**src/rtl/core/ssmm_pkg.sv**
```systemverilog
// shared types and constants for the sample set min/median core
`timescale 1ns / 1ps
package ssmm_pkg;

  // store capacity and derived widths
  localparam int MAX_SAMPLES = 256;
  localparam int ADDR_W      = (MAX_SAMPLES > 1) ? $clog2(MAX_SAMPLES) : 1;
  localparam int CNT_W       = $clog2(MAX_SAMPLES + 1);
  localparam int SAMPLE_W    = 32;
  localparam int BIT_W       = $clog2(SAMPLE_W);
  localparam int MEDIAN_W    = SAMPLE_W + 1;
  localparam int SCOUNT_W    = 9;

  // input item
  typedef struct packed {
    logic [SAMPLE_W-1:0] sample;
    logic                last_sample;
  } in_item_t;

  // result item
  typedef struct packed {
    logic [SAMPLE_W-1:0] min_value;
    logic [MEDIAN_W-1:0] median_value;
    logic [SCOUNT_W-1:0] sample_count;
    logic                overflow;
  } out_item_t;

  // controller to datapath commands
  typedef struct packed {
    logic load;      // store the input transfer
    logic sel_init;  // start first selection pass
    logic rd;        // read store at scan address, advance address
    logic decide;    // settle one bit of the selected value
    logic pass2;     // start second selection (even count)
    logic emit;      // load result register, clear set state
  } ssmm_cmd_t;

  // datapath to controller status
  typedef struct packed {
    logic addr_last; // scan address is the last kept entry
    logic bit_zero;  // current bit is the lsb
    logic even;      // kept count is even
    logic in_pass2;  // second selection running
    logic out_busy;  // result register full and not taken this cycle
  } ssmm_sts_t;

endpackage

```
**src/rtl/core/ssmm_ctrl.sv**
```systemverilog
// controller: load, scan passes per bit, second pass for even sets, result handoff
`timescale 1ns / 1ps
module ssmm_ctrl
  import ssmm_pkg::*;
(
  input  logic      clk,
  input  logic      rst_n,
  input  logic      in_valid,
  input  logic      in_last,
  output logic      in_ready,
  input  ssmm_sts_t sts,
  output ssmm_cmd_t cmd
);

  localparam logic [2:0] ST_LOAD   = 3'd0;
  localparam logic [2:0] ST_SCAN   = 3'd1;
  localparam logic [2:0] ST_DRAIN  = 3'd2;
  localparam logic [2:0] ST_DECIDE = 3'd3;
  localparam logic [2:0] ST_FIN    = 3'd4;

  logic [2:0] state_r, state_nxt;
  logic       xfer;

  assign in_ready = (state_r == ST_LOAD);
  assign xfer     = in_valid && in_ready;

  // next state and commands
  always_comb begin
    state_nxt = state_r;
    cmd       = '0;
    case (state_r)
      ST_LOAD: begin
        cmd.load = xfer;
        if (xfer && in_last) begin
          cmd.sel_init = 1'b1;
          state_nxt    = ST_SCAN;
        end
      end
      ST_SCAN: begin
        cmd.rd = 1'b1;
        if (sts.addr_last) begin
          state_nxt = ST_DRAIN;
        end
      end
      ST_DRAIN: begin
        state_nxt = ST_DECIDE;
      end
      ST_DECIDE: begin
        cmd.decide = 1'b1;
        state_nxt  = sts.bit_zero ? ST_FIN : ST_SCAN;
      end
      ST_FIN: begin
        if (sts.even && !sts.in_pass2) begin
          cmd.pass2 = 1'b1;
          state_nxt = ST_SCAN;
        end else if (!sts.out_busy) begin
          cmd.emit  = 1'b1;
          state_nxt = ST_LOAD;
        end
      end
      default: begin
        state_nxt = ST_LOAD;
      end
    endcase
  end

  always_ff @(posedge clk) begin
    if (!rst_n) begin
      state_r <= ST_LOAD;
    end else begin
      state_r <= state_nxt;
    end
  end

endmodule

```
**config.mk**
```make
export PLATFORM = sky130hd
export DESIGN_NAME = ssmm_ctrl
export DESIGN_NICKNAME = d
export VERILOG_FILES = /design/src/rtl/core/ssmm_pkg.sv /design/src/rtl/core/ssmm_ctrl.sv
export SDC_FILE = /design/constraint.sdc
export NUM_CORES = 1
export LEC_CHECK = 0
export BUFFER_PORTS_ARGS = -buffer_cell sky130_fd_sc_hd__buf_2
export CORE_AREA = 10 10 47 49
export CTS_BUF_LIST = sky130_fd_sc_hd__clkbuf_4 sky130_fd_sc_hd__clkbuf_8 sky130_fd_sc_hd__clkbuf_16
export CTS_CLUSTER_DIAMETER = 60
export DETAILED_ROUTE_END_ITERATION = 8
export DIE_AREA = 0 0 57 59
export GPL_TIMING_DRIVEN = 0
export HOLD_SLACK_MARGIN = 0.05
export PLACE_DENSITY_LB_ADDON = 0.2
export SYNTH_ARGS = -nofsm -noshare
export SYNTH_HDL_FRONTEND = slang
export SYNTH_SLANG_ARGS = --single-unit
```
**constraint.sdc**
```tcl
create_clock -name clk -period 1.15 [get_ports clk]
set_clock_uncertainty 0.1 [all_clocks]
set_input_delay 0.0575 -clock clk [delete_from_list [all_inputs] [get_ports clk]]
set_output_delay 0.0575 -clock clk [all_outputs]
set_load 0.005 [all_outputs]
```
==> summary.md, run 1 <==
| Metric | Value |
|---|---|
| Power Dens Cells | 990.1 mW/mm^2 |
| Max Root-Sink Buffers | 2 |
| Max_cap viols | 0 |
| Synth area leader | dfxtp_1 |
| P_leak | 0.2101 nW |
| CTS root buf | clkbuf_4 |
| Worst Path Required | around 0.99 ns |
| Busiest metal layer after global routing | met2 |
| Met1 Resource Use GR | 0.03774 |
| Tot Pwr | 0.0004645 W |
| Critical path fanouts, max | 4 |
| Count leader, synth | nand2_1 |
| TritonCTS clock tree | built |
| RSZ-0062 raised after global routing | true |
| Antenna cells | 0 |
| Final WL | 789 um |
| Routed vias/inst | 4.352 |
| Outcome | complete, but fails checks |
| Mean Syn Cell Area | 8.425 sq um |
| Synth Warn # | 0 |
| Ports | 16 |
| Peak supply drop | 0.3591 mV |
| Layout net count | 65 |
| Seq/Total Area, Yosys | 0.2376 |
| Initial antenna violation count | 0 |
| TNS Setup | -0.7611 ns |
| Detailed Place HPWL | slightly above 600 um |
| Worst path arrival time | 1.17 ns |
| Clock-pin transition on the worst setup and hold timing paths | 0.04 ns |
| Tcrit/Tclk final | 1.151 |
| DRT antenna net count | 0 |
| Site Rows | 14 |
| GR Util met3 | 0.01717 |
| Startpoint Class | flip-flop |
| Number of global-route vias before repair | about 340 |
| Max FFs per register | 3 |
| Biggest regs | state_r: 3 flops |
| Fillers | about 160 |
| Synth cell types | 18 |
| Post-synth EDFFs | 0 |
| Placed Instances | 61 |
| Cts bufs inserted | 3 |
| Initial Util | 0.1804 |
| H-tree levels | 1 |
| Grt total ovfl | 0 |
| Commonest cells post-synth | 5 x nand2_1, 3 x dfxtp_1 |
| Initial drt markers | 2 |
| Ys async rst share | 0 |
| DRC Markers | 0 |
| All-Layer GR Usage | 0.04914 |
| Failing checks | setup timing |
| Slew @ Worst Pin | 0.1837 ns |
| Largest net degree at the start of global routing | 8 |
| Critical path class | flip-flop to output pin |
| #FFs+latches synth | 3 |
| Layout cells sized above 1 | 0.6182 |
| Relative slew slack | 0.8774 |
| Storage cell area | around 68 sq um |
| Ranking of synthesized cells by area | dfxtp_1 24%, and3b_2 7.9%, nand2_1 7.4% |
| Largest Register | state_r |
| Post-DR wirelength/cell | 11.11 um |
| Fin. Hold Viols | 0 |
| Post-Synthesis Cells | 30 |
| Mapped Area | 252.7 sq um |
| GPL Wtd Cong | 0.6925 |
| Fmax | approximately 760 MHz |
| Die area | 0.003363 sq mm |
| Core ar. | roughly 0.0014 sq mm |
| CTS sink count | 3 |
| Tmin final | 1.324 ns |
| Area of the multi-input gates | 203.9 sq um |
| Area delta synth->final | 85.64% |
| First-pass GRT wire length | 1.338 mm |
| Post-Syn Nets | 39 |
| Fin cells | 71 |
| Clk_lat worst skew | around 0.24 ns |
| Share of Yosys cell area claimed by the top area cell type | 0.2376 |
| Hold Path Class | primary input to flip-flop |
| Final setup vio count | 7 |
| Post-synth top flop | dfxtp_1 |
| 1st-pass router iterations | 2 |
| Crit end category | output pin |
| Max-slew violations | 0 |
| Met2 usage | 0.09612 |
| Die H | 59 um |
| Die W | 57 um |
| DR vias | 309 |
| Final setup margin | -0.1738 ns |
| PortBufs | 15 |
## kinds of logic (layout without fill, tap and decap cells)
kind of cell | Yosys count | after routing | share of synthesized area
AND/OR/NAND/NOR | 20 | 20 | 0.5248
AO/OA/AOI/OAI | 5 | 5 | 0.1584
flip-flops | 3 | 3 | 0.2376
XOR/XNOR | 1 | 1 | 0.03466
buffers and inverters | 1 | 26 | 0.04455
## critical path: stages (launching register included)
cell and delay (ns):
dfxtp_1 0.30, buf_6 0.12, nor3b_4 0.20, and3b_2 0.22, buf_6 0.09
## timing repair
action,in CTS,in global routing
gates resized for setup,5,5
pin swaps,5,5
setup endpoints to repair,9,10
hold buffers,4,0
setup buffers,1,1
endpoints found under the hold margin,3,0
## path summary, 6_finish.rpt
kind | start | to | slack (ns) | cells after the start
max | state_r[0] | cmd[1] | -0.17 | 4
min | in_valid | state_r[1] | 0.17 | 5
max reg2reg | state_r[0] | state_r[1] | -0.03 | 5
min reg2reg | state_r[2] | state_r[1] | 0.38 | 1
## layout make-up
| class | instances | share of cell area |
|---|---|---|
| plain buffers | 1 | 0.02400 |
| multi-input cells | 26 | 0.4347 |
| flip-flops and latches | 3 | 0.1440 |
| clock buffers | 4 | 0.06400 |
| repair buffers | 21 | 0.2907 |
| well taps | 16 | 0.04267 |
## metrics by stage
stage	hold slack (ns)	area (sq um)	util	setup WS, ns
after global placement	0.2465	347.8	0.2482	-0.1191
after detailed placement	0.2335	347.8	0.2482	-0.09299
final	0.1714	469.2	0.3348	-0.1738
after floorplan	0.04610	252.7	-	0.01427
after global routing	0.1991	469.2	0.3348	-0.2393
after CTS	0.1548	444.2	0.3170	-0.1825
## layout by cell type, fill, tap and decap left out
cell | Yosys | final
and2_1 | 2 | 1
buf_4 | 0 | 2
o211ai_2 | 1 | 1
nor4b_2 | 1 | 1
and3_1 | 1 | 1
dlygate4sd3_1 | 0 | 4
nor2_1 | 2 | 2
buf_6 | 1 | 2
o211ai_1 | 1 | 1
nand2_1 | 5 | 5
xnor2_1 | 1 | 1
a21oi_2 | 0 | 1
nor3b_4 | 0 | 1
nand3_2 | 1 | 1
clkbuf_4 | 0 | 4
nand2b_1 | 2 | 2
a21boi_1 | 2 | 2
nor3_2 | 0 | 2
dfxtp_1 | 3 | 1
dfxtp_4 | 0 | 2
and2_4 | 0 | 1
or2b_1 | 1 | 1
and3b_2 | 2 | 2
buf_2 | 0 | 14
## report_power, final
group | switching, W | internal (W) | leakage [nW]
clock network | 0.0000585 | 0.000154 | 0.0184
registers | 0.00000580 | 0.000107 | 0.0260
logic | 0.0000582 | 0.0000814 | 0.166
total | 0.000122 | 0.000342 | 0.210
## per-layer routing
metal | part of all wire | wire [um]
met5 | 0 | 0
met4 | 0.024 | 19
met3 | 0.041 | 32
met2 | 0.56 | 441
met1 | 0.38 | 296
Power figures use the tool's default switching activity.
==> inputs of run 2 (changes only) <==
--- a/config.mk
+++ b/config.mk
@@ -5,6 +5,7 @@
 export SDC_FILE = /design/constraint.sdc
 export NUM_CORES = 1
 export LEC_CHECK = 0
+export ABC_AREA = 1
 export BUFFER_PORTS_ARGS = -buffer_cell sky130_fd_sc_hd__buf_2
 export CORE_AREA = 10 10 47 49
 export CTS_BUF_LIST = sky130_fd_sc_hd__clkbuf_4 sky130_fd_sc_hd__clkbuf_8 sky130_fd_sc_hd__clkbuf_16
==> constraint.sdc (replaced) <==
create_clock -name clk -period 1.16 [get_ports clk]
set_clock_uncertainty 0.1 [all_clocks]
set_input_delay 0.058 -clock clk [delete_from_list [all_inputs] [get_ports clk]]
set_output_delay 0.058 -clock clk [all_outputs]
set_load 0.005 [all_outputs]
==> summary.md, run 2 <==
| Metric | Value |
|---|---|
| DRT antenna net count | 0 (unchanged) |
| Slew @ Worst Pin | 0.2096 ns (+0.02593 ns) |
| Outcome | complete, but fails checks |
| DR vias | 328 (+6.1%) |
| Biggest regs | state_r: 3 flops |
| Worst Path Required | 1.00 ns (about the same) |
| Initial antenna violation count | 0 (unchanged) |
| Startpoint Class | flip-flop |
| Layout cells sized above 1 | 0.6429 (+0.02468) |
| Clock-pin transition on the worst setup and hold timing paths | 0.04 ns (about the same) |
| Peak supply drop | 0.6006 mV (+67%) |
| Hold Path Class | primary input to flip-flop |
| Post-synth EDFFs | 0 (unchanged) |
| PortBufs | 15 (unchanged) |
| Tmin final | approximately 1.2 ns |
| Count leader, synth | inv_1 |
| Worst path arrival time | 1.08 ns (-0.09 ns) |
| Initial drt markers | 4 (+2) |
| Final WL | 814 um (+3.2%) |
| Antenna cells | 0 (unchanged) |
| Clk_lat worst skew | 0.23 ns (about the same) |
| Crit end category | output pin |
| Post-synth top flop | dfxtp_1 |
| Routed vias/inst | 3.814 (-12%) |
| Post-Syn Nets | 51 (+31%) |
| TNS Setup | -0.3385 ns (+0.4227 ns) |
| Final Cell Area | 498.0 sq um (+6.1%) |
| Relative slew slack | 0.8598 (-0.01767) |
| H-tree levels | 1 (unchanged) |
| Crit path largest cell delay | 0.32 ns (+0.02 ns) |
| CTS root buf | clkbuf_4 |
| Synth Warn # | 0 (unchanged) |
| Fin. Hold Viols | 0 (unchanged) |
| Met1 WL | 316 um (+6.8%) |
| Die H | 59 um (unchanged) |
| Largest Register | state_r |
| Critical path class | flip-flop to output pin |
| Largest net degree at the start of global routing | 5 (-3) |
| Cts bufs inserted | 3 (unchanged) |
| Layout net count | 80 (+23%) |
| First-pass GRT wire length | 1.414 mm (+5.7%) |
| Fillers | 175 (+8.7%) |
| Synth area leader | dfxtp_1 |
| Die area | 0.003363 sq mm (unchanged) |
| Top layer in use | met3 |
| Most frequent cells in the layout | 15 x buf_2, 8 x inv_1, 7 x nand2_1 |
| Area delta synth->final | 101.0% |
| Power Dens Cells | 1351 mW/mm^2 (+36%) |
| All-Layer GR Usage | 0.05134 (+0.002199) |
| Routed length on met2 | 428 um (-2.9%) |
| Placed Area | 342.8 sq um (-1.4%) |
| Number of global-route vias before repair | 363 (+7.4%) |
| Ys async rst share | 0 (unchanged) |
| P_leak | 0.2758 nW (+31%) |
| Critical path fanouts, max | 3 (-1) |
| Final setup vio count | 8 (+1) |
| Max FFs per register | 3 (unchanged) |
| Max_cap viols | 0 (unchanged) |
| Share of Yosys cell area claimed by the top area cell type | 0.2424 (+0.004800) |
| Grt total ovfl | 0 (unchanged) |
| Fmax | 806.7 MHz |
| Max Root-Sink Buffers | 2 (unchanged) |
| #FFs+latches synth | 3 (unchanged) |
| Ports | 16 (unchanged) |
| Commonest cells post-synth | 10 x inv_1, 7 x nand2_1, 5 x nor2_1 |
| Slowest CP cell | dfxtp_2 |
| Detailed Place HPWL | 612.5 um (+0.26%) |
| Worst-path cell chain | inv_4, nand2_4, nor2_4, inv_2, nor3_2, buf_2 |
| Ranking of synthesized cells by area | dfxtp_1 24%, inv_1 15%, nand2_1 11% |
| RSZ-0062 raised after global routing | true |
| Max-slew violations | 0 (unchanged) |
| CTS sink count | 3 (unchanged) |
| Die W | 57 um (unchanged) |
| WL met3 | 69 um (+120%) |
| Mapped Area | 247.7 sq um (-2.0%) |
| DRC Markers | 0 (unchanged) |
| GPL Wtd Cong | 0.7270 (+5.0%) |
| TritonCTS clock tree | built |
| Mean Syn Cell Area | 5.899 sq um (-30%) |
| Synth cell types | 14 (-4) |
| Initial Util | 0.1768 (-0.003571) |
| Final setup margin | -0.07965 ns (+0.09413 ns) |
| Failing checks | setup timing |
| Final core occ | 0.3554 (+0.02054) |
| Site Rows | 14 (unchanged) |
| Tcrit/Tclk final | 1.069 |
| Commonest non-fill, non-tap cell in the layout | buf_2 |
| Worst reg-to-reg setup slack | -0.03 ns (about the same) |
| Core ar. | 0.001401 sq mm (unchanged) |
| 1st-pass router iterations | 2 (unchanged) |
| Post-Synthesis Cells | 42 (+40%) |
| Post-DR wirelength/cell | 9.465 um (-15%) |
| Seq/Total Area, Yosys | 0.2424 (+0.004800) |
-- run 2: cell count changes after synthesis, sizes merged, moves of 2 or more --
cell / before / now
o211ai: 2 / 0
nand3: 1 / 3
and3b: 2 / 0
nor2: 2 / 8
a21boi: 2 / 0
nand2: 5 / 10
nand2b: 2 / 0
inv: 0 / 12
and2: 2 / 0
-- run 2: worst paths after layout --
path                            startpoint          to  depth (start not counted)
worst max-delay path            state_r[0]      cmd[4]                          6
worst min-delay path                sts[4]  state_r[1]                          5
worst max register to register  state_r[1]  state_r[0]                          9
worst min register to register  state_r[2]  state_r[1]                          3
-- run 2: through the flow --
| step | setup slack (ns) | hold slack (ns) | std cells | total power [W] |
|---|---|---|---|---|
| 6_report | -0.07965 | 0.07359 | 86 | 0.0006728 |
| 5_1_grt | -0.1682 | 0.1081 | 86 | 0.0007301 |
| 4_1_cts | -0.1234 | 0.06394 | 85 | 0.0006305 |
| 3_5_place_dp | 0.02717 | 0.1953 | 73 | 0.0003425 |
| 3_3_place_gp | 0.02681 | 0.1969 | 73 | 0.0003454 |
| 2_1_floorplan | 0.08797 | 0.05133 | 42 | 0.0002723 |
-- run 2: layout make-up --
cell class	count	area, sq um	area share
Clock buffer	4	30.03	0.06030
Tap cell	16	20.02	0.04020
Timing Repair Buffer	24	151.4	0.3040
Multi-Input combinational cell	27	180.2	0.3618
Inverter	12	50.05	0.1005
Sequential cell	3	66.31	0.1332
-- run 2: logic make-up (layout without fill, tap and decap cells) --
| kind of cell | Yosys count | after routing | share of synthesized area |
|---|---|---|---|
| AND/OR/NAND/NOR | 25 | 25 | 0.5203 |
| buffers and inverters | 12 | 40 | 0.1818 |
| flip-flops | 3 | 3 | 0.2424 |
| AO/OA/AOI/OAI | 2 | 2 | 0.05554 |
-- run 2: per-layer routing --
| layer | global-route usage | vias to the layer above |
|---|---|---|
| met2 | 0.07752 | 10 |
| met4 | 0.05034 | 0 |
| met5 | 0 | - |
| li1 | - | 181 |
| met1 | 0.05201 | 137 |
| met3 | 0.02146 | 0 |
-- run 2: worst max-delay path: cells and delay by family (launching register included) --
| family | cells | cell delay (ns) |
|---|---|---|
| flops | 1 | 0.32 |
| simple gates | 3 | 0.27 |
| buf+inv | 3 | 0.26 |
-- run 2: report_power, final --
group | switching [W] | total (W) | internal, W | leakage (nW)
clock network | 0.0000538 | 0.000206 | 0.000152 | 0.0184
registers | 0.0000173 | 0.000140 | 0.000122 | 0.0261
logic | 0.000167 | 0.000327 | 0.000160 | 0.231
-- run 2: timing repair --
item                       4_1_cts  5_1_grt
hold buffers                     2        0
pin swaps                        1        3
buffers inserted                 6        1
hold endpoints to repair         3        0
gates resized for setup          9        7
setup endpoints to repair        5       10
==> inputs of run 3 (changes only) <==
--- a/config.mk
+++ b/config.mk
@@ -5,7 +5,6 @@
 export SDC_FILE = /design/constraint.sdc
 export NUM_CORES = 1
 export LEC_CHECK = 0
-export ABC_AREA = 1
 export BUFFER_PORTS_ARGS = -buffer_cell sky130_fd_sc_hd__buf_2
 export CORE_AREA = 10 10 47 49
 export CTS_BUF_LIST = sky130_fd_sc_hd__clkbuf_4 sky130_fd_sc_hd__clkbuf_8 sky130_fd_sc_hd__clkbuf_16
==> summary.md, run 3 (synthesis results as in run 1) <==
| Metric | Value |
|---|---|
| Layout cells sized above 1 | 0.5818 (-0.06104) |
| Die W | 57 um (unchanged) |
| DRC Markers | 0 (unchanged) |
| Outcome | complete, but fails checks |
| Final setup vio count | 7 (-1) |
| Crit end category | output pin |
| Met2 usage | 0.09612 (+0.01860) |
| Number of global-route vias before repair | 338 (-6.9%) |
| Worst-path cell chain | buf_6, nor3b_4, and3b_2, buf_6 |
| Antenna cells | 0 (unchanged) |
| Worst path arrival time | 1.16 ns (+0.08 ns) |
| Grt total ovfl | 0 (unchanged) |
| Crit-path most repeated cell | buf_6 |
| Tcrit/Tclk final | 1.137 (+0.06870) |
| All-Layer GR Usage | 0.04914 (-0.002199) |
| DR vias | 306 (-6.7%) |
| Ports | 16 (unchanged) |
| Setup WS pre-CTS | -0.08299 ns (-0.1102 ns) |
| Met1 Resource Use GR | 0.03774 (-0.01427) |
| Largest net degree at the start of global routing | 8 (+3) |
| GR Util met3 | 0.01717 (-0.004292) |
| TritonCTS clock tree | built |
| Final Cell Area | 457.9 sq um (-8.0%) |
| Tmin final | 1.319 ns (+0.07969 ns) |
| Die H | 59 um (unchanged) |
| First-pass GRT wire length | 1.338 mm (-5.4%) |
| Layout net count | 65 (-19%) |
| Max Root-Sink Buffers | 2 (unchanged) |
| DRT antenna net count | 0 (unchanged) |
| Core ar. | 0.001401 sq mm (unchanged) |
| Crit path largest cell delay | 0.30 ns (-0.02 ns) |
| Max FFs per register | 3 (unchanged) |
| Most frequent cells in the layout | 14 x buf_2, 5 x nand2_1, 4 x clkbuf_4, 4 x dlygate4sd3_1 |
| Area delta synth->final | 81.19% |
| GPL Wtd Cong | 0.6925 (-4.7%) |
| Placed Area | 347.8 sq um (+1.5%) |
| Site Rows | 14 (unchanged) |
| Startpoint Class | flip-flop |
| CTS root buf | clkbuf_4 |
| 1st-pass router iterations | 2 (unchanged) |
| RSZ-0062 raised after global routing | true |
| Max-slew violations | 0 (unchanged) |
| Final setup margin | -0.1593 ns (-0.07969 ns) |
| Clk_lat worst skew | 0.24 ns (about the same) |
| Worst Path Required | 1.00 ns (about the same) |
| Die area | 0.003363 sq mm (unchanged) |
| Cts bufs inserted | 3 (unchanged) |
| Power Dens Cells | 996.3 mW/mm^2 (-26%) |
| Slowest CP cell | dfxtp_1 |
| TNS Setup | -0.6925 ns (-0.3540 ns) |
| H-tree levels | 1 (unchanged) |
| Routed vias/inst | 4.310 (+13%) |
| Biggest regs | state_r: 3 flops |
| Detailed Place HPWL | 610.9 um (-0.26%) |
| Max_cap viols | 0 (unchanged) |
| Clock-pin transition on the worst setup and hold timing paths | 0.04 ns (about the same) |
| Initial drt markers | 2 (-2) |
| Peak supply drop | 0.3572 mV (-41%) |
| Failing checks | setup timing |
| Critical path fanouts, max | 4 (+1) |
| Fin. Hold Viols | 0 (unchanged) |
| Busiest metal layer after global routing | met2 |
| Relative slew slack | 0.8764 (+0.01662) |
| Final WL | 782 um (-3.9%) |
| Initial antenna violation count | 0 (unchanged) |
| Initial Util | 0.1804 (+0.003571) |
| PortBufs | 15 (unchanged) |
| P_leak | 0.2096 nW (-24%) |
| Final hold slack | 0.1544 ns (+0.08077 ns) |
| Critical path class | flip-flop to output pin |
| Fmax | 758.0 MHz (-6.0%) |
| Largest Register | state_r |
| CTS sink count | 3 (unchanged) |
| Post-DR wirelength/cell | 11.01 um (+16%) |
| Hold Path Class | primary input to flip-flop |
| Slew @ Worst Pin | 0.1849 ns (-0.02464 ns) |
| Commonest non-fill, non-tap cell in the layout | buf_2 |
## run 3: cell type report
class	instances	area [sq um]
repair buffers	21	136.4
flip-flops and latches	3	65.06
plain buffers	1	11.26
clock buffers	4	30.03
multi-input cells	26	195.2
well taps	16	20.02
fillers	160	943.4
## run 3: worst paths after layout
check / startpoint / to / slack (ns) / cells past startpoint
max: state_r[0] / cmd[1] / -0.16 / 4
min: in_valid / state_r[1] / 0.15 / 5
max reg2reg: state_r[0] / state_r[1] / -0.04 / 5
min reg2reg: state_r[2] / state_r[1] / 0.37 / 1
## run 3: through the flow
stage	std cells	total power (W)	util
6_report	71	0.0004562	0.3268
5_1_grt	71	0.0004906	0.3268
4_1_cts	70	0.0004593	0.3134
3_5_place_dp	61	0.0002231	0.2482
3_3_place_gp	61	0.0002239	0.2482
2_1_floorplan	30	0.0001809	-
## run 3: timing repair
action,CTS,global route
hold buffers,4,0
setup buffers,1,1
endpoints found under the hold margin,3,0
endpoints found under the setup margin,9,9
resized for setup,4,3
cloned,0,0
pin swaps,4,1
## run 3: layer usage
metal	part of all wire	up-vias
met5	0	-
met4	0.022	0
met3	0.043	2
met2	0.55	10
met1	0.38	139
li1	-	155
## run 3: where the power goes
group	internal (W)	leakage (nW)	switching, W
logic	0.0000785	0.165	0.0000555
clock network	0.000152	0.0184	0.0000568
registers	0.000108	0.0257	0.00000556
## run 3: worst max-delay path, delay by kind of cell (launching register included)
family / cells / cell delay, ns
flip-flops: 1 / 0.30
buffers and inverters: 2 / 0.21
AND/OR/NAND/NOR: 2 / 0.42
